## src/rtl/rgb_to_lab_pixel_converter_assert.svh

```systemverilog
// ---------------------------------------------------------------------------
// Assertion macros for the RGB to Lab pixel converter
// Clocked implication checks with a synchronous active-low reset.
// ---------------------------------------------------------------------------
`ifndef RGB_TO_LAB_PIXEL_CONVERTER_ASSERT_SVH
`define RGB_TO_LAB_PIXEL_CONVERTER_ASSERT_SVH

// Same-cycle implication.
`define R2L_ASSERT_IMPL(label, clk, rst_n, ante, cons) \
    label: assert property (@(posedge clk) disable iff (!rst_n) (ante) |-> (cons)) \
        else $error("r2l same-cycle check failed");

// Next-cycle implication.
`define R2L_ASSERT_NEXT(label, clk, rst_n, ante, cons) \
    label: assert property (@(posedge clk) disable iff (!rst_n) (ante) |=> (cons)) \
        else $error("r2l next-cycle check failed");

`endif

```

## src/rtl/r2l_pkg.sv

```systemverilog
// ---------------------------------------------------------------------------
// r2l_pkg
// Types, constants and tables shared by the RGB to Lab converter files.
// ---------------------------------------------------------------------------
package r2l_pkg;

    typedef logic [7:0]  t_byte;
    typedef logic [10:0] t_lin;
    typedef logic [15:0] t_frac;
    typedef logic [45:0] t_cbrt_in;

    typedef struct packed {
        t_byte l;
        t_byte a;
        t_byte b;
    } t_lab;

    // Register stages from the input register to the saturation stage.
    localparam int PIPE_DEPTH  = 24;
    // One cube-root stage per result bit.
    localparam int CBRT_STEPS  = 16;

    localparam int CH_B = 0;
    localparam int CH_G = 1;
    localparam int CH_R = 2;
    localparam int AX_X = 0;
    localparam int AX_Y = 1;
    localparam int AX_Z = 2;

    localparam logic [11:0] MAT_COEF [3][3] = '{
        '{12'd778,  12'd1541, 12'd1777},
        '{12'd296,  12'd2929, 12'd871 },
        '{12'd3575, 12'd448,  12'd73  }
    };
    localparam logic [23:0] MAT_ROUND = 24'd2048;

    // Inputs at or below this level use the linear segment.
    localparam logic [10:0] LIN_LIMIT = 11'd18;

    localparam logic signed [25:0] L_SCALE = 26'sd296;
    localparam logic signed [25:0] A_SCALE = 26'sd500;
    localparam logic signed [25:0] B_SCALE = 26'sd200;
    // Offset, rounding half and chroma bias folded together.
    localparam logic signed [25:0] L_BIAS  = -26'sd1320550;
    localparam logic signed [25:0] AB_BIAS = 26'sd4210688;

    // Linear segment of the Lab companding curve, 15 fractional bits.
    localparam logic [12:0] LIN_LUT [19] = '{
        13'd4519, 13'd4644, 13'd4769, 13'd4894, 13'd5020, 13'd5145, 13'd5270,
        13'd5395, 13'd5520, 13'd5645, 13'd5770, 13'd5895, 13'd6020, 13'd6145,
        13'd6270, 13'd6395, 13'd6521, 13'd6646, 13'd6771
    };

    // sRGB decoding, 2040 stands for full scale.
    localparam logic [10:0] GAMMA_LUT [256] = '{
        11'd0, 11'd1, 11'd1, 11'd2, 11'd2, 11'd3, 11'd4, 11'd4,
        11'd5, 11'd6, 11'd6, 11'd7, 11'd8, 11'd8, 11'd9, 11'd10,
        11'd11, 11'd11, 11'd12, 11'd13, 11'd14, 11'd15, 11'd16, 11'd17,
        11'd19, 11'd20, 11'd21, 11'd22, 11'd24, 11'd25, 11'd26, 11'd28,
        11'd29, 11'd31, 11'd33, 11'd34, 11'd36, 11'd38, 11'd40, 11'd41,
        11'd43, 11'd45, 11'd47, 11'd49, 11'd51, 11'd54, 11'd56, 11'd58,
        11'd60, 11'd63, 11'd65, 11'd68, 11'd70, 11'd73, 11'd75, 11'd78,
        11'd81, 11'd83, 11'd86, 11'd89, 11'd92, 11'd95,
        11'd98, 11'd101, 11'd105, 11'd108, 11'd111, 11'd115, 11'd118, 11'd121,
        11'd125, 11'd129, 11'd132, 11'd136, 11'd140, 11'd144, 11'd147, 11'd151,
        11'd155, 11'd160, 11'd164, 11'd168, 11'd172, 11'd176, 11'd181, 11'd185,
        11'd190, 11'd194,
        11'd199, 11'd204, 11'd209, 11'd213, 11'd218, 11'd223, 11'd228, 11'd233,
        11'd239, 11'd244, 11'd249, 11'd255, 11'd260, 11'd265, 11'd271, 11'd277,
        11'd282, 11'd288, 11'd294, 11'd300, 11'd306, 11'd312, 11'd318, 11'd324,
        11'd331, 11'd337,
        11'd343, 11'd350, 11'd356, 11'd363, 11'd370, 11'd376, 11'd383, 11'd390,
        11'd397, 11'd404, 11'd411, 11'd418, 11'd426, 11'd433, 11'd440, 11'd448,
        11'd455, 11'd463, 11'd471, 11'd478, 11'd486, 11'd494, 11'd502, 11'd510,
        11'd518, 11'd527,
        11'd535, 11'd543, 11'd552, 11'd560, 11'd569, 11'd578, 11'd586, 11'd595,
        11'd604, 11'd613, 11'd622, 11'd631, 11'd641, 11'd650, 11'd659, 11'd669,
        11'd678, 11'd688, 11'd698, 11'd707, 11'd717, 11'd727, 11'd737, 11'd747,
        11'd757, 11'd768,
        11'd778, 11'd788, 11'd799, 11'd809, 11'd820, 11'd831, 11'd842, 11'd852,
        11'd863, 11'd875, 11'd886, 11'd897, 11'd908, 11'd920, 11'd931, 11'd943,
        11'd954, 11'd966, 11'd978, 11'd990, 11'd1002, 11'd1014, 11'd1026, 11'd1038,
        11'd1050, 11'd1063,
        11'd1075, 11'd1088, 11'd1101, 11'd1113, 11'd1126, 11'd1139, 11'd1152,
        11'd1165, 11'd1178, 11'd1192, 11'd1205, 11'd1218, 11'd1232, 11'd1245,
        11'd1259, 11'd1273, 11'd1287, 11'd1301, 11'd1315, 11'd1329, 11'd1343,
        11'd1357, 11'd1372, 11'd1386,
        11'd1401, 11'd1415, 11'd1430, 11'd1445, 11'd1460, 11'd1475, 11'd1490,
        11'd1505, 11'd1521, 11'd1536, 11'd1551, 11'd1567, 11'd1583, 11'd1598,
        11'd1614, 11'd1630, 11'd1646, 11'd1662, 11'd1678, 11'd1695, 11'd1711,
        11'd1728, 11'd1744, 11'd1761,
        11'd1778, 11'd1794, 11'd1811, 11'd1828, 11'd1846, 11'd1863, 11'd1880,
        11'd1897, 11'd1915, 11'd1933, 11'd1950, 11'd1968, 11'd1986, 11'd2004,
        11'd2022, 11'd2040
    };

endpackage

```

## src/rtl/r2l_cbrt.sv

```systemverilog
// ---------------------------------------------------------------------------
// r2l_cbrt
// Pipelined integer cube root, one result bit per register stage.
// ---------------------------------------------------------------------------
module r2l_cbrt import r2l_pkg::*; (
    input  logic     i_clk,
    input  logic     i_en,
    input  t_cbrt_in i_rad,
    output t_frac    o_root
);

    // Each stage keeps the remainder rad - n^3 together with 3n and 3n^2,
    // so a trial bit costs only shifted adds and one compare.
    logic [45:0] r_rem [0:CBRT_STEPS-2];
    logic [15:0] r_n   [0:CBRT_STEPS-1];
    logic [17:0] r_tn  [0:CBRT_STEPS-2];
    logic [33:0] r_tn2 [0:CBRT_STEPS-2];

    for (genvar s = 0; s < CBRT_STEPS; s++) begin : g_step
        localparam int K = CBRT_STEPS - 1 - s;

        logic [45:0] c_rem;
        logic [15:0] c_n;
        logic [17:0] c_tn;
        logic [33:0] c_tn2;
        logic [49:0] delta;
        logic        take;

        if (s == 0) begin : g_first
            assign c_rem = i_rad;
            assign c_n   = '0;
            assign c_tn  = '0;
            assign c_tn2 = '0;
        end else begin : g_next
            assign c_rem = r_rem[s-1];
            assign c_n   = r_n[s-1];
            assign c_tn  = r_tn[s-1];
            assign c_tn2 = r_tn2[s-1];
        end

        // (n + 2^K)^3 - n^3 = 3n^2 2^K + 3n 2^2K + 2^3K
        assign delta = (50'(c_tn2) << K) + (50'(c_tn) << (2 * K)) + (50'(1) << (3 * K));
        assign take  = delta <= 50'(c_rem);

        always_ff @(posedge i_clk) begin
            if (i_en) begin
                r_n[s] <= take ? (c_n | (16'(1) << K)) : c_n;
            end
        end

        if (s < CBRT_STEPS - 1) begin : g_carry
            always_ff @(posedge i_clk) begin
                if (i_en) begin
                    if (take) begin
                        r_rem[s] <= c_rem - delta[45:0];
                        r_tn[s]  <= c_tn + (18'(3) << K);
                        r_tn2[s] <= c_tn2 + (34'(c_tn) << (K + 1)) + (34'(3) << (2 * K));
                    end else begin
                        r_rem[s] <= c_rem;
                        r_tn[s]  <= c_tn;
                        r_tn2[s] <= c_tn2;
                    end
                end
            end
        end
    end

    assign o_root = r_n[CBRT_STEPS-1];

endmodule
```

## config.mk

```make
export PLATFORM = sky130hd
export DESIGN_NAME = r2l_cbrt
export DESIGN_NICKNAME = d
export VERILOG_FILES = /design/src/rtl/rgb_to_lab_pixel_converter_assert.svh /design/src/rtl/r2l_pkg.sv /design/src/rtl/r2l_cbrt.sv
export SDC_FILE = /design/constraint.sdc
export NUM_CORES = 2
export LEC_CHECK = 0
export BUFFER_PORTS_ARGS = -buffer_cell sky130_fd_sc_hd__buf_4
export CORE_MARGIN = 2
export CORE_UTILIZATION = 51
export CTS_BUF_LIST = sky130_fd_sc_hd__clkbuf_8
export DETAILED_ROUTE_END_ITERATION = 16
export GPL_TIMING_DRIVEN = 0
export PLACE_DENSITY = 0.66
export SLEW_MARGIN = 10
export SYNTH_ARGS = -nofsm -noshare
export SYNTH_HDL_FRONTEND = slang
export SYNTH_SLANG_ARGS = --single-unit
```

## constraint.sdc

```tcl
create_clock -name i_clk -period 7.75 [get_ports i_clk]
set_input_delay 1.1625 -clock i_clk [delete_from_list [all_inputs] [get_ports i_clk]]
set_output_delay 1.1625 -clock i_clk [all_outputs]
set_load 0.01 [all_outputs]
```

After elaboration in Yosys (flattened, before gate mapping). Memories as Yosys holds them, arrays and structs flattened. Cells that the tools add are included.

Word-level logic and storage cells: 305. Flip-flop bits (word level): 0. Output and inout bits: 16. Memories kept: 4. Memory bits (writable): 1726.

Memory list: r_rem (words 15, bits a word 46, rd ports 15, clocked after Yosys merged registers in 0, write ports 15, line r2l_cbrt.sv:14) `logic [45:0] r_rem [0:CBRT_STEPS-2];`; r_tn2 (words 15, bits a word 34, rd ports 15, clocked after Yosys merged registers in 0, write ports 15, line r2l_cbrt.sv:17) `logic [33:0] r_tn2 [0:CBRT_STEPS-2];`; r_tn (words 15, bits a word 18, rd ports 15, clocked after Yosys merged registers in 0, write ports 15, line r2l_cbrt.sv:16) `logic [17:0] r_tn [0:CBRT_STEPS-2];`; r_n (words 16, bits a word 16, rd ports 16, clocked after Yosys merged registers in 0, write ports 16, line r2l_cbrt.sv:15) `logic [15:0] r_n [0:CBRT_STEPS-1];`.

Bitwise operators: 45. Add/sub/neg operators: 87. $lt $le $gt $ge: 16. Muxes and demuxes: 153.

Operators with widths (number): $mux W46 (15); $mux W34 (15); $mux W18 (15); $sub A46 B46 Y46 (5); $mux W1 (93); $add A49 B43 Y50 const B (1); $le A50 B46 Y1 (1); $add A48 B40 Y49 const B (1); $add A48 B46 Y49 (1); $le A49 B46 Y1 (1); $add A47 B37 Y48 const B (1); $add A47 B44 Y48 (1); $le A48 B46 Y1 (1); $add A46 B34 Y47 const B (1); $add A46 B42 Y47 (1); $le A47 B46 Y1 (1); $add A45 B31 Y46 const B (1); $add A45 B40 Y46 (1); $le A36 B46 Y1 (1); $le A37 B46 Y1 (1); $le A38 B46 Y1 (1); $le A39 B46 Y1 (1); $le A40 B46 Y1 (1); $le A41 B46 Y1 (1); 95 further kinds (139).

Depth between registers and ports, before layout. An unclocked memory read counts as a cell.

Word-level depth: 8. Mapped depth: 25.

Worst setup path after synthesis. No wires, ideal clock.

Path kind: flip-flop to flip-flop. Start point: memory r_tn[10][7] (netlist: r_tn[1][43]). End point: memory r_tn2[11][15] (netlist: r_tn2[1][117]), data pin. Path slack: 2.214 ns. Arrival time: 5.267 ns. Required time: 7.480 ns. Library setup time: 0.270 ns. Stages on the path, launching flop included: 21. Cell sequence: edfxtp_1 -> ha_1 -> a21o_1 -> a21oi_1 -> nor2b_1 -> o21a_1 -> o41a_1 -> a41o_1 -> o41ai_1 -> nand2b_1 -> xor2_1 -> ha_1 -> a21o_1 -> a21o_1 -> a221oi_1 -> o21ai_1 -> a211oi_1 -> o211a_1 -> buf_1 -> buf_1 -> o21ai_0.

RTL lines (line): start, declared (r2l_cbrt.sv:16); end, declared (r2l_cbrt.sv:17).

==> impl_metrics.ini <==
[run_status]
status = complete, no violations

[sta]
fin_crit_sh_pct = 94.6
tns_ns = 0
min_period_ns = 7.33
clock_skew_ns = 0.0742
relSlewSlack_pct = 17.6
report.final.setup_viol = 0
drv_slew = 0
tightestPinTransition_ns = 1.22
max_freq_mhz = 136
rsz0062_at_grt = false
hold_viol = 0

[yosys]
synth-main-ff-cell = edfxtp_1
synth_area_per_cell_um2 = 10.8
ys.warnings.count = 0
synth_edf_count = 1222
syn_inst = 6729
synth_seq_cells = 1222
synthDistinctLibCells = 86
async_reset_ff_share_pct = 0
ys_seq_area_share_pct = 50.5
syn_nets = 7383
syn_area_um2 = 72600

[clock_tree]
cts_tree = built
post_cts.repair.setup_buffers = 0
cts_max_level = 4
clk_latency_ns = 0.98
clockBufferDepth = 3
cts_root_buf = clkbuf_8
hold_buffers = 0
clkSinkCount = 1222
cts_buffers = 203
clk_pin_slew_worst_paths_ns = 0.07

[critical_path]
cp_max_fo = 10
crit_chain = ha_1 > a21o_1 > a21oi_1 > nand2b_1 > a211oi_1 > o31ai_1 > nor3b_1 > o31ai_2 > nor2_1 > xnor2_1 > ha_1 > clkbuf_1 > a21o_1 > a21o_1 > a21oi_1 > a31oi_1 > a211oi_1 > nand2_1 > nor2_1 > inv_1 > clkbuf_1 > clkbuf_1 > a21oi_1
r2r-end = r_rem[1][265]$_DFFE_PP_
r2r_start = r_tn[1][77]$_DFFE_PP_
slowest_stage = nor2_1
crit_arrival_ns = 8.13
r2r_slack_ns = 0.42
reg2regPathDepth = 23
endpoint_kind = flop
slowest_delay_ns = 0.66
worstSetupStartpointType = flop
crit_type = reg2reg
crit_required_ns = 8.54

[routing]
ant_nets = 0
firstDrtPassIters = 5
drtIter0Drc = 4200
wl_um = 182000
vias_per_cell = 5.65
wl_per_cell_um = 20.1
drc = 0
vias = 51200

[die]
core_um2 = 141000
die_x_um = 381
initial_core_util_pct = 51.4
io_pins = 64
die_area_um2 = 145000
die_h_um = 381
rows = 138

[global_route]
grt_pass1_vias = 49400
grt_pass1_wl_um = 279000
grt.overflow.total = 0
antenna_found_initial = 5
track_usage_pct = 24.6
grt_max_degree = 78

[placement]
gp_congestion = 0.936
io_buffers = 63
hpwlAfterDp_um = 141000
place_inst = 8697
postPlaceCellArea_um2 = 75900

[pwr]
leakagePower_nw = 30.8
clkPwrFrac_pct = 15.4
p_int_w = 0.0213
p_comb_share_pct = 52.6
p_per_area_nw_per_um2 = 462
p_sw_w = 0.0157
vdd_drop_max_uv = 221
p_sw_share_pct = 42.5
pwr-share-seq_pct = 32.0
power_w = 0.0370

[finish]
final_area_um2 = 80000
nNetsFinal = 7666
area_growth_pct = 10.2
nFillCells = 12100
instances_no_fill = 9061
seq_area_um2 = 36700
multi_input_area_um2 = 33100
drive_above_1_share_pct = 6.54

[run]
drv_cap = 0

[worst_hold_path]
min_from = i_rad[19]
hold_path_end = r_rem[0][19]$_DFFE_PP_
min_delay_path_depth = 1
hold_path.class = in2reg
cells by family (layout without fill, tap and decap cells):
| family | Yosys count | in the layout | synth area share, % |
|---|---|---|---|
| other | 0 | 1 | 0 |
| AND/OR/NAND/NOR | 1853 | 1853 | 12.3 |
| flip-flops | 1222 | 1222 | 50.5 |
| buffers and inverters | 769 | 1210 | 4.01 |
| XOR/XNOR | 788 | 788 | 9.50 |
| multiplexers | 40 | 40 | 0.596 |
| adder cells (fa/ha/maj) | 606 | 606 | 10.7 |
| AO/OA/AOI/OAI | 1451 | 1451 | 12.3 |
cell type report:
type,instances,area share (%)
clock inverter,160,1.60
multi-input combinational,4738,41.3
inverter,350,1.64
sequential,1222,45.9
tap,1890,2.96
antenna,1,0.00313
timing repair buffer,78,1.07
clock buffer,203,3.49
buffer,419,2.07
state kept, by name (all words and copies together), names as in the netlist:
| name | count |
|---|---|
| r_n | 136 |
| r_tn2 | 251 |
| r_tn | 145 |
| r_rem | 690 |
power groups by stage:
| stage | clock network [W] | logic, W | registers (W) |
|---|---|---|---|
| after floorplan | 0 | 0.0147 | 0.0111 |
| after global placement | 0 | 0.0188 | 0.0120 |
| after detailed placement | 0 | 0.0192 | 0.0119 |
| after CTS | 0.00586 | 0.0193 | 0.0118 |
| after global routing | 0.00613 | 0.0217 | 0.0120 |
| final | 0.00569 | 0.0195 | 0.0118 |
per-stage QoR:
stage	hold slack (ns)	setup WS [ns]	util, %
final	0.353	0.418	56.6
after global routing	0.278	0.0271	56.6
after CTS	0.241	0.174	56.6
after detailed placement	0.405	0.238	53.7
after global placement	0.400	-0.327	53.4
after floorplan	0.400	2.21	-
worst max path at each step:
stage                         endpoint  cells after the start                     from  slack (ns)
6_report       r_rem[1][265]$_DFFE_PP_                     23    r_tn[1][77]$_DFFE_PP_        0.42
5_1_grt        r_rem[1][265]$_DFFE_PP_                     24    r_tn[1][77]$_DFFE_PP_        0.03
4_1_cts        r_rem[1][303]$_DFFE_PP_                     24  r_tn2[1][175]$_DFFE_PP_        0.17
3_5_place_dp   r_rem[1][303]$_DFFE_PP_                     24  r_tn2[1][175]$_DFFE_PP_        0.24
3_3_place_gp   r_tn2[1][134]$_DFFE_PP_                      4                     i_en       -0.33
2_1_floorplan  r_tn2[1][117]$_DFFE_PP_                     20    r_tn[1][43]$_DFFE_PP_        2.21
critical path: cells and delay by family (launching register included):
| kind | cells | cell delay, ns |
|---|---|---|
| xor+xnor | 1 | 0.16 |
| compound gates | 11 | 3.10 |
| flops | 1 | 0.54 |
| fa+ha+maj | 2 | 0.62 |
| simple gates | 5 | 1.25 |
| buf+inv | 4 | 1.47 |
synth_stat cells (10+ instances only):
cell,number,area (µm²)
buf_1,20,75.1
a21oi_1,459,2300
a31oi_1,40,250
and2_1,31,194
a21boi_0,10,75.1
mux2_2,26,293
o21ai_0,394,1970
or3_1,22,138
mux2i_1,14,140
a211oi_1,41,308
inv_1,346,1300
nand4_1,117,732
a21o_1,158,1190
nor4_1,81,507
o2111ai_1,10,87.6
nand3_1,158,791
clkbuf_1,389,1460
nand2_1,542,2030
nor3_1,124,621
or2_2,37,231
edfxtp_1,1222,36700
nor2_1,451,1690
ha_1,579,7240
o21bai_1,61,458
nand2b_1,56,350
o211ai_1,19,143
and4_1,17,149
xnor2_1,426,3730
and3_1,71,444
o31ai_1,44,330
fa_1,27,541
nor4b_1,10,87.6
nand3b_1,12,90.1
a211o_1,14,123
xor2_1,362,3170
nor3b_1,12,90.1
or4_1,13,97.6
nor2b_1,80,500
o21a_1,69,518
routing by layer:
layer	routed length [µm]	global-route usage (%)	up-vias
met5	13	0	-
met4	5490	8.03	2
met3	9180	3.67	325
met2	87200	41.2	1382
met1	79900	33.0	24500
li1	-	-	24900
layout by cell type (no fill, tap or decap), types with 40 or more instances in the layout:
cell,synthesis,final
edfxtp_1,1222,1222
ha_1,579,579
nand2_1,542,542
a21oi_1,459,459
nor2_1,451,451
xnor2_1,426,426
o21ai_0,394,394
inv_1,346,391
clkbuf_1,389,372
xor2_1,362,362
clkbuf_8,0,203
a21o_1,158,158
nand3_1,158,158
nor3_1,124,124
nand4_1,117,117
nor2b_1,80,80
nor4_1,81,80
and3_1,71,71
o21a_1,69,69
buf_4,4,67
o21bai_1,61,61
nand2b_1,56,56
clkinv_1,2,52
o31ai_1,44,43
a211oi_1,41,41
a31oi_1,40,40
what timing repair did:
action                     CTS  global route
setup endpoints to repair    0            54
resized for setup            0             4
hold endpoints to repair     0             0
(Power assumes the default switching activity.)
